**src/rtl/core/uhes_pkg.sv**
```systemverilog
// shared constants and types for the url host end scanner
package uhes_pkg;

	localparam int DATA_W          = 64;
	localparam int WORD_BYTES      = 8;
	localparam int CNT_W           = 4;
	localparam int LANE_IDX_W      = 3;
	localparam int HOST_END_W      = 17;

	localparam int DEF_MAX_LEN     = 65536;
	localparam int DEF_LANES       = 8;
	localparam int DEF_QUEUE_DEPTH = 4;

	localparam logic [7:0] CH_COLON     = 8'h3A;
	localparam logic [7:0] CH_SLASH     = 8'h2F;
	localparam logic [7:0] CH_QUESTION  = 8'h3F;
	localparam logic [7:0] CH_BACKSLASH = 8'h5C;
	localparam logic [7:0] CH_OPEN_BR   = 8'h5B;
	localparam logic [7:0] CH_CLOSE_BR  = 8'h5D;

	// per-byte class as produced by the front end
	typedef struct packed {
		logic delim;
		logic colon;
		logic open_b;
		logic close_b;
	} lane_class_t;

endpackage

```
**src/rtl/core/uhes_ifs.sv**
```systemverilog
// channel interfaces: input words, results, configuration writes
interface uhes_in_if
	import uhes_pkg::*;
();
	logic              valid;
	logic              ready;
	logic [DATA_W-1:0] data_word;
	logic [CNT_W-1:0]  byte_count;
	logic              last_word;

	modport source (output valid, data_word, byte_count, last_word, input ready);
	modport sink (input valid, data_word, byte_count, last_word, output ready);
endinterface

interface uhes_out_if
	import uhes_pkg::*;
();
	logic                  valid;
	logic                  ready;
	logic [HOST_END_W-1:0] host_end;
	logic                  colon_found;

	modport source (output valid, host_end, colon_found, input ready);
	modport sink (input valid, host_end, colon_found, output ready);
endinterface

interface uhes_cfg_if;
	logic valid;
	logic ready;
	logic special_mode;

	modport source (output valid, special_mode, input ready);
	modport sink (input valid, special_mode, output ready);
endinterface

```
**src/rtl/core/uhes_front.sv**
```systemverilog
// front end: takes input beats, classifies each byte lane, holds the mode register
module uhes_front
	import uhes_pkg::*;
#(
	parameter int LANES = DEF_LANES,
	parameter int EW    = LANES * $bits(lane_class_t) + CNT_W + 1
) (
	input  logic            clk,
	input  logic            arst_n,
	uhes_in_if.sink         word_in,
	uhes_cfg_if.sink        cfg,
	input  logic            q_full,
	output logic            push,
	output logic [EW-1:0]   push_data
);

	logic                      mode_q;
	lane_class_t [LANES-1:0]   cls;
	logic [CNT_W-1:0]          cnt;

	always_ff @(posedge clk or negedge arst_n) begin
		if (!arst_n) begin
			mode_q <= 1'b0;
		end else if (cfg.valid) begin
			mode_q <= cfg.special_mode;
		end
	end

	assign cfg.ready = 1'b1;

	always_comb begin
		for (int i = 0; i < LANES; i++) begin
			cls[i].colon   = word_in.data_word[8*i +: 8] == CH_COLON;
			cls[i].open_b  = word_in.data_word[8*i +: 8] == CH_OPEN_BR;
			cls[i].close_b = word_in.data_word[8*i +: 8] == CH_CLOSE_BR;
			cls[i].delim   = (word_in.data_word[8*i +: 8] == CH_COLON) ||
			                 (word_in.data_word[8*i +: 8] == CH_SLASH) ||
			                 (word_in.data_word[8*i +: 8] == CH_QUESTION) ||
			                 (mode_q && (word_in.data_word[8*i +: 8] == CH_BACKSLASH));
		end
	end

	// counts above the lane count are clipped
	assign cnt = (word_in.byte_count > CNT_W'(LANES)) ? CNT_W'(LANES) : word_in.byte_count;

	assign word_in.ready = !q_full;
	assign push          = word_in.valid && !q_full;
	assign push_data     = {word_in.last_word, cnt, cls};

endmodule

```
**src/rtl/core/uhes_queue.sv**
```systemverilog
// small flop queue between front and back end
module uhes_queue
	import uhes_pkg::*;
#(
	parameter int WIDTH = 8,
	parameter int DEPTH = DEF_QUEUE_DEPTH
) (
	input  logic             clk,
	input  logic             arst_n,
	input  logic             push,
	input  logic [WIDTH-1:0] push_data,
	output logic             full,
	input  logic             pop,
	output logic [WIDTH-1:0] pop_data,
	output logic             not_empty
);

	localparam int AW = (DEPTH > 1) ? $clog2(DEPTH) : 1;
	localparam int CW = $clog2(DEPTH + 1);

	logic [WIDTH-1:0] mem_q [DEPTH];
	logic [AW-1:0]    wr_ptr_q;
	logic [AW-1:0]    rd_ptr_q;
	logic [CW-1:0]    count_q;

	always_ff @(posedge clk) begin
		if (push) begin
			mem_q[wr_ptr_q] <= push_data;
		end
	end

	always_ff @(posedge clk or negedge arst_n) begin
		if (!arst_n) begin
			wr_ptr_q <= '0;
			rd_ptr_q <= '0;
			count_q  <= '0;
		end else begin
			if (push) begin
				wr_ptr_q <= (wr_ptr_q == AW'(DEPTH - 1)) ? '0 : wr_ptr_q + 1'b1;
			end
			if (pop) begin
				rd_ptr_q <= (rd_ptr_q == AW'(DEPTH - 1)) ? '0 : rd_ptr_q + 1'b1;
			end
			if (push && !pop) begin
				count_q <= count_q + 1'b1;
			end else if (pop && !push) begin
				count_q <= count_q - 1'b1;
			end
		end
	end

	assign full      = count_q == CW'(DEPTH);
	assign not_empty = count_q != '0;
	assign pop_data  = mem_q[rd_ptr_q];

`ifndef SYNTH
	a_no_overflow: assert property (@(posedge clk) disable iff (!arst_n)
		push |-> count_q != CW'(DEPTH))
		else $error("queue push while full");
	a_no_underflow: assert property (@(posedge clk) disable iff (!arst_n)
		pop |-> count_q != '0)
		else $error("queue pop while empty");
`endif

endmodule

```
**src/rtl/core/uhes_back.sv**
```systemverilog
// back end: bracket tracking, delimiter search, position count, result register
module uhes_back
	import uhes_pkg::*;
#(
	parameter int MAX_LEN = DEF_MAX_LEN,
	parameter int LANES   = DEF_LANES,
	parameter int EW      = LANES * $bits(lane_class_t) + CNT_W + 1
) (
	input  logic          clk,
	input  logic          arst_n,
	input  logic          q_valid,
	input  logic [EW-1:0] q_data,
	output logic          pop,
	uhes_out_if.source    result_out
);

	localparam int PW    = $clog2(MAX_LEN + 1);
	localparam int CLS_W = LANES * $bits(lane_class_t);

	lane_class_t [LANES-1:0] cls;
	logic [CNT_W-1:0]        cnt;
	logic                    last;

	logic [PW-1:0]           pos_q;
	logic                    inb_q;
	logic                    ended_q;
	logic [PW-1:0]           loc_q;
	logic                    colon_q;

	logic                    res_valid_q;
	logic [PW-1:0]           res_end_q;
	logic                    res_colon_q;

	logic                    inb_scan;
	logic                    hit;
	logic [LANE_IDX_W-1:0]   hit_lane;
	logic                    hit_colon;
	logic [PW:0]             pos_sum;
	logic [PW:0]             hit_sum;
	logic [PW-1:0]           pos_next;
	logic [PW-1:0]           hit_pos;
	logic                    ended_new;
	logic [PW-1:0]           loc_new;
	logic                    colon_new;

	assign cls  = q_data[CLS_W-1:0];
	assign cnt  = q_data[CLS_W +: CNT_W];
	assign last = q_data[EW-1];

	// walk the lanes in order, first delimiter outside brackets wins
	always_comb begin
		inb_scan  = inb_q;
		hit       = 1'b0;
		hit_lane  = '0;
		hit_colon = 1'b0;
		for (int i = 0; i < LANES; i++) begin
			if ((CNT_W'(i) < cnt) && !ended_q && !hit) begin
				if (inb_scan) begin
					if (cls[i].close_b) begin
						inb_scan = 1'b0;
					end
				end else if (cls[i].open_b) begin
					inb_scan = 1'b1;
				end else if (cls[i].delim) begin
					hit       = 1'b1;
					hit_lane  = LANE_IDX_W'(i);
					hit_colon = cls[i].colon;
				end
			end
		end
	end

	// positions saturate at the length limit
	assign pos_sum  = {1'b0, pos_q} + (PW + 1)'(cnt);
	assign hit_sum  = {1'b0, pos_q} + (PW + 1)'(hit_lane);
	assign pos_next = (pos_sum > (PW + 1)'(MAX_LEN)) ? PW'(MAX_LEN) : pos_sum[PW-1:0];
	assign hit_pos  = (hit_sum > (PW + 1)'(MAX_LEN)) ? PW'(MAX_LEN) : hit_sum[PW-1:0];

	assign ended_new = ended_q || hit;
	assign loc_new   = ended_q ? loc_q : hit_pos;
	assign colon_new = ended_q ? colon_q : hit_colon;

	// a last beat needs room in the result register, others pass freely
	assign pop = q_valid && (!last || !res_valid_q || result_out.ready);

	always_ff @(posedge clk or negedge arst_n) begin
		if (!arst_n) begin
			pos_q       <= '0;
			inb_q       <= 1'b0;
			ended_q     <= 1'b0;
			loc_q       <= '0;
			colon_q     <= 1'b0;
			res_valid_q <= 1'b0;
		end else begin
			if (pop && last) begin
				pos_q       <= '0;
				inb_q       <= 1'b0;
				ended_q     <= 1'b0;
				loc_q       <= '0;
				colon_q     <= 1'b0;
				res_valid_q <= 1'b1;
			end else begin
				if (pop) begin
					pos_q   <= pos_next;
					inb_q   <= inb_scan;
					ended_q <= ended_new;
					loc_q   <= loc_new;
					colon_q <= colon_new;
				end
				if (result_out.ready) begin
					res_valid_q <= 1'b0;
				end
			end
		end
	end

	always_ff @(posedge clk) begin
		if (pop && last) begin
			res_end_q   <= ended_new ? loc_new : pos_next;
			res_colon_q <= ended_new && colon_new;
		end
	end

	assign result_out.valid       = res_valid_q;
	assign result_out.host_end    = HOST_END_W'(res_end_q);
	assign result_out.colon_found = res_colon_q;

`ifndef SYNTH
	a_result_in_range: assert property (@(posedge clk) disable iff (!arst_n)
		res_valid_q |-> res_end_q <= PW'(MAX_LEN))
		else $error("host end beyond length limit");
	a_clear_after_last: assert property (@(posedge clk) disable iff (!arst_n)
		(pop && last) |=> (pos_q == '0) && !inb_q && !ended_q)
		else $error("scan state not cleared after last beat");
`endif

endmodule

```
**src/rtl/core/url_host_end_scanner_unit.sv**
```systemverilog
// top level of the url host end scanner
//
// word_in carries beats of up to eight host bytes, byte 0 in bits 7:0, with a
// valid byte count and a last-word mark. result_out gives one beat per string,
// on its last word: host_end (first ':' '/' '?' or, in special mode, backslash
// outside a [...] range, else the string length) and colon_found.
// cfg writes special_mode; it is always ready and applies from the next word.
// throughput: one word per cycle while the queue is not full; the lane scan in the
// back end and the classify in the front end are combinational.
// a last word is written into the queue, popped by the back end after any words
// queued ahead of it, and then loads the result register.
// the front classifies bytes and pushes into a small queue; the back end pops,
// tracks brackets and position and loads the result register.
// when result_out stalls, the back end stops only on the next last word;
// word_in keeps going until the queue fills.
// reset clears the scan state, the queue, the result valid and the mode.
module url_host_end_scanner_unit
	import uhes_pkg::*;
#(
	parameter int MAX_LEN     = DEF_MAX_LEN,
	parameter int LANES       = DEF_LANES,
	parameter int QUEUE_DEPTH = DEF_QUEUE_DEPTH
) (
	input  logic       clk,
	input  logic       arst_n,
	uhes_in_if.sink    word_in,
	uhes_cfg_if.sink   cfg,
	uhes_out_if.source result_out
);

	// a word never carries more than eight bytes
	localparam int NL = (LANES < WORD_BYTES) ? LANES : WORD_BYTES;
	localparam int EW = NL * $bits(lane_class_t) + CNT_W + 1;

	logic          q_full;
	logic          q_push;
	logic [EW-1:0] q_push_data;
	logic          q_pop;
	logic [EW-1:0] q_pop_data;
	logic          q_valid;

	// classify stage
	uhes_front #(
		.LANES (NL),
		.EW    (EW)
	) u_front (
		.clk       (clk),
		.arst_n    (arst_n),
		.word_in   (word_in),
		.cfg       (cfg),
		.q_full    (q_full),
		.push      (q_push),
		.push_data (q_push_data)
	);

	// decouples classify from scan
	uhes_queue #(
		.WIDTH (EW),
		.DEPTH (QUEUE_DEPTH)
	) u_queue (
		.clk       (clk),
		.arst_n    (arst_n),
		.push      (q_push),
		.push_data (q_push_data),
		.full      (q_full),
		.pop       (q_pop),
		.pop_data  (q_pop_data),
		.not_empty (q_valid)
	);

	// scan stage and result register
	uhes_back #(
		.MAX_LEN (MAX_LEN),
		.LANES   (NL),
		.EW      (EW)
	) u_back (
		.clk        (clk),
		.arst_n     (arst_n),
		.q_valid    (q_valid),
		.q_data     (q_pop_data),
		.pop        (q_pop),
		.result_out (result_out)
	);

endmodule
```
**src/flat_wrapper.sv**
```systemverilog
// flat-port wrapper written by rule: the top's interface ports become plain ports
module url_host_end_scanner_unit_flat import uhes_pkg::*;
#(
	parameter int MAX_LEN     = DEF_MAX_LEN,
	parameter int LANES       = DEF_LANES,
	parameter int QUEUE_DEPTH = DEF_QUEUE_DEPTH
)
  (clk, arst_n, word_in_valid, word_in_data_word, word_in_byte_count, word_in_last_word, word_in_ready, cfg_valid, cfg_special_mode, cfg_ready, result_out_valid, result_out_host_end, result_out_colon_found, result_out_ready);
  uhes_in_if word_in_i ();
  uhes_cfg_if cfg_i ();
  uhes_out_if result_out_i ();
  input  logic clk;
  input  logic arst_n;
  input wire logic [$bits(word_in_i.valid)-1:0] word_in_valid;
  input wire logic [$bits(word_in_i.data_word)-1:0] word_in_data_word;
  input wire logic [$bits(word_in_i.byte_count)-1:0] word_in_byte_count;
  input wire logic [$bits(word_in_i.last_word)-1:0] word_in_last_word;
  output wire logic [$bits(word_in_i.ready)-1:0] word_in_ready;
  input wire logic [$bits(cfg_i.valid)-1:0] cfg_valid;
  input wire logic [$bits(cfg_i.special_mode)-1:0] cfg_special_mode;
  output wire logic [$bits(cfg_i.ready)-1:0] cfg_ready;
  output wire logic [$bits(result_out_i.valid)-1:0] result_out_valid;
  output wire logic [$bits(result_out_i.host_end)-1:0] result_out_host_end;
  output wire logic [$bits(result_out_i.colon_found)-1:0] result_out_colon_found;
  input wire logic [$bits(result_out_i.ready)-1:0] result_out_ready;
  assign word_in_i.valid = word_in_valid;
  assign word_in_i.data_word = word_in_data_word;
  assign word_in_i.byte_count = word_in_byte_count;
  assign word_in_i.last_word = word_in_last_word;
  assign word_in_ready = word_in_i.ready;
  assign cfg_i.valid = cfg_valid;
  assign cfg_i.special_mode = cfg_special_mode;
  assign cfg_ready = cfg_i.ready;
  assign result_out_valid = result_out_i.valid;
  assign result_out_host_end = result_out_i.host_end;
  assign result_out_colon_found = result_out_i.colon_found;
  assign result_out_i.ready = result_out_ready;
  url_host_end_scanner_unit #(.MAX_LEN(MAX_LEN), .LANES(LANES), .QUEUE_DEPTH(QUEUE_DEPTH)) u_core (.clk(clk), .arst_n(arst_n), .word_in(word_in_i), .cfg(cfg_i), .result_out(result_out_i));
endmodule
```
**config.mk**
```make
export PLATFORM = sky130hd
export DESIGN_NAME = url_host_end_scanner_unit_flat
export DESIGN_NICKNAME = d
export VERILOG_FILES = /design/src/rtl/core/uhes_pkg.sv /design/src/rtl/core/uhes_ifs.sv /design/src/rtl/core/uhes_front.sv /design/src/rtl/core/uhes_queue.sv /design/src/rtl/core/uhes_back.sv /design/src/rtl/core/url_host_end_scanner_unit.sv /design/src/flat_wrapper.sv
export SDC_FILE = /design/constraint.sdc
export NUM_CORES = 1
export LEC_CHECK = 0
export BUFFER_PORTS_ARGS = -buffer_cell sky130_fd_sc_hd__buf_4
export CAP_MARGIN = 5
export CORE_MARGIN = 5
export CORE_UTILIZATION = 30
export CTS_CLUSTER_SIZE = 20
export DETAILED_ROUTE_END_ITERATION = 10
export GPL_ROUTABILITY_DRIVEN = 0
export PLACE_DENSITY = 0.49
export RECOVER_POWER = 100
export SLEW_MARGIN = 20
export SYNTH_ARGS = -nofsm -noshare
export SYNTH_HDL_FRONTEND = slang
export SYNTH_HIERARCHICAL = 1
export SYNTH_SLANG_ARGS = --single-unit
```
**constraint.sdc**
```tcl
create_clock -name clk -period 18.4 [get_ports clk]
set_input_delay 3.68 -clock clk [delete_from_list [all_inputs] [get_ports clk]]
set_output_delay 3.68 -clock clk [all_outputs]
set_load 0.005 [all_outputs]
```
==> PnR_summary.wiki <==
{| class="wikitable"
! Metric !! Value
|-
| Synthesized-area fraction occupied by and/or/nand/nor cells || 16.8%
|-
| Type of element launching the critical path || register
|-
| Hold-fix buffer count after cts || 0
|-
| Worst r2r src || u_core/u_queue/rd_ptr_q[0]
|-
| Storage cell area || between 6000 and 7000 sq um
|-
| Primary FF master, synth || sky130_fd_sc_hd__edfxtp_1
|-
| Number of hold violations in the final report || 0
|-
| Global Route Usage Sum || between 10% and 20%
|-
| Setup repair after global routing missed its margin || no
|-
| Number of enable-type register cells in the synthesized netlist || approximately 170
|-
| Combined area of all synthesized cells || roughly 11000 sq um
|-
| Slowest library cell on the worst path || sky130_fd_sc_hd__clkbuf_1
|-
| Async S/R FF share, synth || roughly 22%
|-
| Post-synthesis mux area share || about a tenth
|-
| FILL cells || approximately 3.5k
|-
| Final-stage net count || 1018
|-
| TritonCTS clock tree || yes
|-
| Data arrival, critical path || 10020 ps
|-
| Number of iterations in the first detailed-routing pass || 4
|-
| Post-route fraction of the period consumed by the critical path || 52.9%
|-
| Count of unique library cells instantiated by Yosys || 80
|-
| Placeable core region || approximately 35000 sq um
|-
| Critical Path Fanout Max || 40
|-
| Violated checks || max-capacitance violations, max-slew violations
|-
| Combinational family with the most area after synthesis || simple AND/OR/NAND/NOR gates
|-
| Xor and xnor area share after synthesis || approximately 2.3%
|-
| Compound-cell area share of the yosys netlist || under 10%
|-
| Launch instance of the worst min-delay path || u_core/u_back/loc_q[8]
|-
| Cell with the most instances after synthesis || sky130_fd_sc_hd__edfxtp_1
|-
| Area of the multi-input gates || 4310 sq um
|-
| Ys Warns || 6
|-
| Top cell type's share of synthesized area || between 40% and 50%
|-
| Run status || finished with violations
|-
| Share of synthesized cell area in full adder, half adder and majority cells || 2.07%
|-
| Maximum frequency from static timing analysis || about 0.10 GHz
|-
| Syn avg cell area || ~13 sq um
|-
| IO Port Bufs || 94
|-
| Family of cells with the greatest summed delay on the critical path || simple AND/OR/NAND/NOR gates
|-
| Via/cell ratio || roughly 5.0
|-
| CP Buf/Inv Count || 2
|-
| Share of the yosys chip area belonging to registers || between 50% and 60%
|-
| Average wire per standard cell || around 18 microns
|-
| Number of standard cells in the final layout excluding fillers || between 1k and 1.5k
|-
| Number of antenna violations at the first check in global routing || 0
|-
| Setup TNS || 0 ps
|-
| Clock-pin transition on the worst setup and hold timing paths || approximately 60 ps
|-
| # Post-CTS Setup Buffers || 0
|-
| Sink Count || 212
|-
| Instance count of the mapped netlist || approximately 840
|-
| Detailed Route WL || ~26000 microns
|-
| Antenna-violating nets left || 0
|-
| Clock network latency to the later pin of the worst-skew pair || around 540 ps
|-
| Count of pins over their slew limit || between 200 and 300
|-
| First-iteration detailed-routing DRC count || between 400 and 500
|-
| Global-route wire length before repair || 40300 microns
|-
| Largest net degree at the start of global routing || 47
|-
| Diode count || 0
|-
| Via count of the first global-routing pass || 7196
|-
| Buffer type at the clock tree root || sky130_fd_sc_hd__clkbuf_16
|-
| Layout cell share with drive strength beyond 1 || between 20% and 30%
|-
| Half-perimeter wire length after placement || around 18000 microns
|-
| Vias || 7063
|-
| Leading cell types by total area after synthesis || sky130_fd_sc_hd__edfxtp_1, sky130_fd_sc_hd__dfrtp_1, sky130_fd_sc_hd__mux4_2
|-
| Detailed-route DRC error count || 0
|-
| Max cap viols || 7
|-
| Slew at the pin closest to its max-slew limit || ~3400 ps
|-
| Net count after synthesis || 929
|-
| Worst reg-to-reg path cell count || 24
|-
| Number of buffers inserted during clock tree synthesis || 26
|-
| Gr ovfl total || 0
|-
| Worst path setup slack after routing || a little under 9000 ps
|-
| Cell type with the highest aggregate area in the netlist || sky130_fd_sc_hd__edfxtp_1
|-
| Worst slack at placement || 11020 ps
|-
| Initial Utilization || between 30% and 40%
|-
| Pwr/cell area || 179 nW/um^2
|-
| Worst Hold Class || register to register
|-
| Number of buffers on the longest clock path || 3
|-
| Cell chain of the critical path || clkbuf_1 > mux4_2 > nor4_1 > o21bai_1 > and3_1 > nand4bb_1 > a211oi_1 > nor3_1 > a211oi_1 > nor2_1 > nand3_1 > nand3_1 > ha_1 > fa_1 > a21o_1 > nand3_1 > nor2_1 > nand2_1 > nor2_1 > nor2_1 > a21o_1 > inv_1 > a22o_1 > mux2_2
|-
| Peak VDD IR || 0.0000823 V
|-
| Die boundary height || roughly 200 microns
|-
| Worst Setup End Kind || register
|-
| Rows || between 60 and 70
|-
| Shortest period the worst path allows || between 9000 and 10000 ps
|-
| #FFs+latches synth || approximately 210
|-
| Delay of the slowest critical-path stage || about 2400 ps
|-
| Setup clock skew after layout || just under 20 ps
|-
| Number of resized instances in the post-cts repair step || 0
|-
| Boundary Pins || 96
|-
| # setup viols final || 0
|-
| Worst path most repeated cell || sky130_fd_sc_hd__nor2_1
|-
| Number of instances on the worst hold path || 2
|-
| Placed Instances || between 1k and 1.5k
|-
| Static leakage || ~0.0044 uW
|-
| Slew HR || -125%
|-
| Deepest level of the CTS H-tree || 1
|-
| Width of the die || between 150 and 200 microns
|-
| Synth-to-Final Area Change || 17.1%
|-
| Synth cell count leaders || sky130_fd_sc_hd__edfxtp_1, sky130_fd_sc_hd__nand2_1, sky130_fd_sc_hd__dfrtp_1
|-
| Data required time at the worst endpoint || about 19000 ps
|-
| WS Path Type || register to register
|-
| Crit path from || u_core/u_queue/rd_ptr_q[0]
|-
| Stages on the worst setup path || 24
|-
| Die Area || 39800 sq um
|}
## final cells by class
type                       instances  share of cell area [%]
tap                              461                    4.57
timing repair buffer             102                    5.65
clock buffer                      32                    5.34
sequential                       212                    48.7
clock inverter                    14                    1.02
multi-input combinational        566                    34.2
inverter                          19                   0.565
## worst min-delay path: stages (launching register included)
cell and delay [ps]:
sky130_fd_sc_hd__dfrtp_1 340, sky130_fd_sc_hd__nand2_1 50, sky130_fd_sc_hd__nand2_1 50
## worst paths after layout
check	to	slack, ps
min reg2reg	u_core/u_back/loc_q[8]	470
min	u_core/u_back/loc_q[8]	470
min in group asynchronous	u_core/u_back/pos_q[14]	4020
max	u_core/u_back/result_out.host_end[2]	8670
max reg2reg	u_core/u_back/result_out.host_end[2]	8670
max in group asynchronous	u_core/u_queue/rd_ptr_q[0]	12630
## cell families after synthesis
logic type               count (synthesis)
AND/OR/NAND/NOR                        325
flip-flops                             212
AO/OA/AOI/OAI                          131
multiplexers                            65
buffers and inverters                   60
XOR/XNOR                                28
adder cells (fa/ha/maj)                 16
other                                    1
## sequential cells by signal, indices dropped and copies added, names as in the netlist
register                              flops
u_core/u_back/result_out.host_end        17
u_core/u_back/inb_q                       1
u_core/u_back/result_out.colon_found      1
u_core/u_queue/count_q                    3
u_core/u_back/colon_q                     1
u_core/u_queue/rd_ptr_q                   2
u_core/u_back/loc_q                      17
u_core/u_front/mode_q                     1
u_core/u_queue/wr_ptr_q                   2
u_core/u_back/ended_q                     1
u_core/u_back/result_out.valid            1
u_core/u_back/pos_q                      17
u_core/u_queue/mem_q                    148
## power by group
| part | internal [uW] | switching (uW) |
|---|---|---|
| Combinational | 435 | 602 |
| Sequential | 683 | 61.2 |
| Clock | 275 | 200 |
| Total | 1390 | 864 |
## cell usage in the layout, fill, tap and decap left out, drive strengths merged, types with 7 or more instances in the layout
cell    count
edfxtp    166
nand2      99
clkbuf     75
buf        59
dfrtp      46
nor2       43
mux4       37
o21ai      34
nand3      28
nor3       23
nor3b      20
a21oi      20
inv        19
xor2       17
mux2       17
nor2b      16
nand2b     16
ha         13
a31oi      13
clkinv     12
mux2i      11
xnor2      11
nand4      10
and3       10
and2        9
nor4bb      8
nand4b      7
a21o        7
## stage by stage
stage               total power (uW)  instance area (sq um)  utilization (%)  hold WS [ps]
floorplan                       1530                  10800                -           439
global placement                1810                  11900             33.5           453
global route                    2410                  12600             35.5           488
detailed placement              1810                  11900             33.5           461
finish                          2260                  12600             35.5           471
CTS                             2300                  12700             35.8           476
## layer usage
| layer | up-vias | global-route usage (%) | part of all wire (%) |
|---|---|---|---|
| met4 | 0 | 3.19 | 2.5 |
| li1 | 3388 | - | - |
| met1 | 3491 | 16.7 | 44 |
| met5 | - | 0 | 0 |
| met3 | 45 | 1.91 | 3.8 |
| met2 | 139 | 22.2 | 50 |
Power figures use the tool's default switching activity.
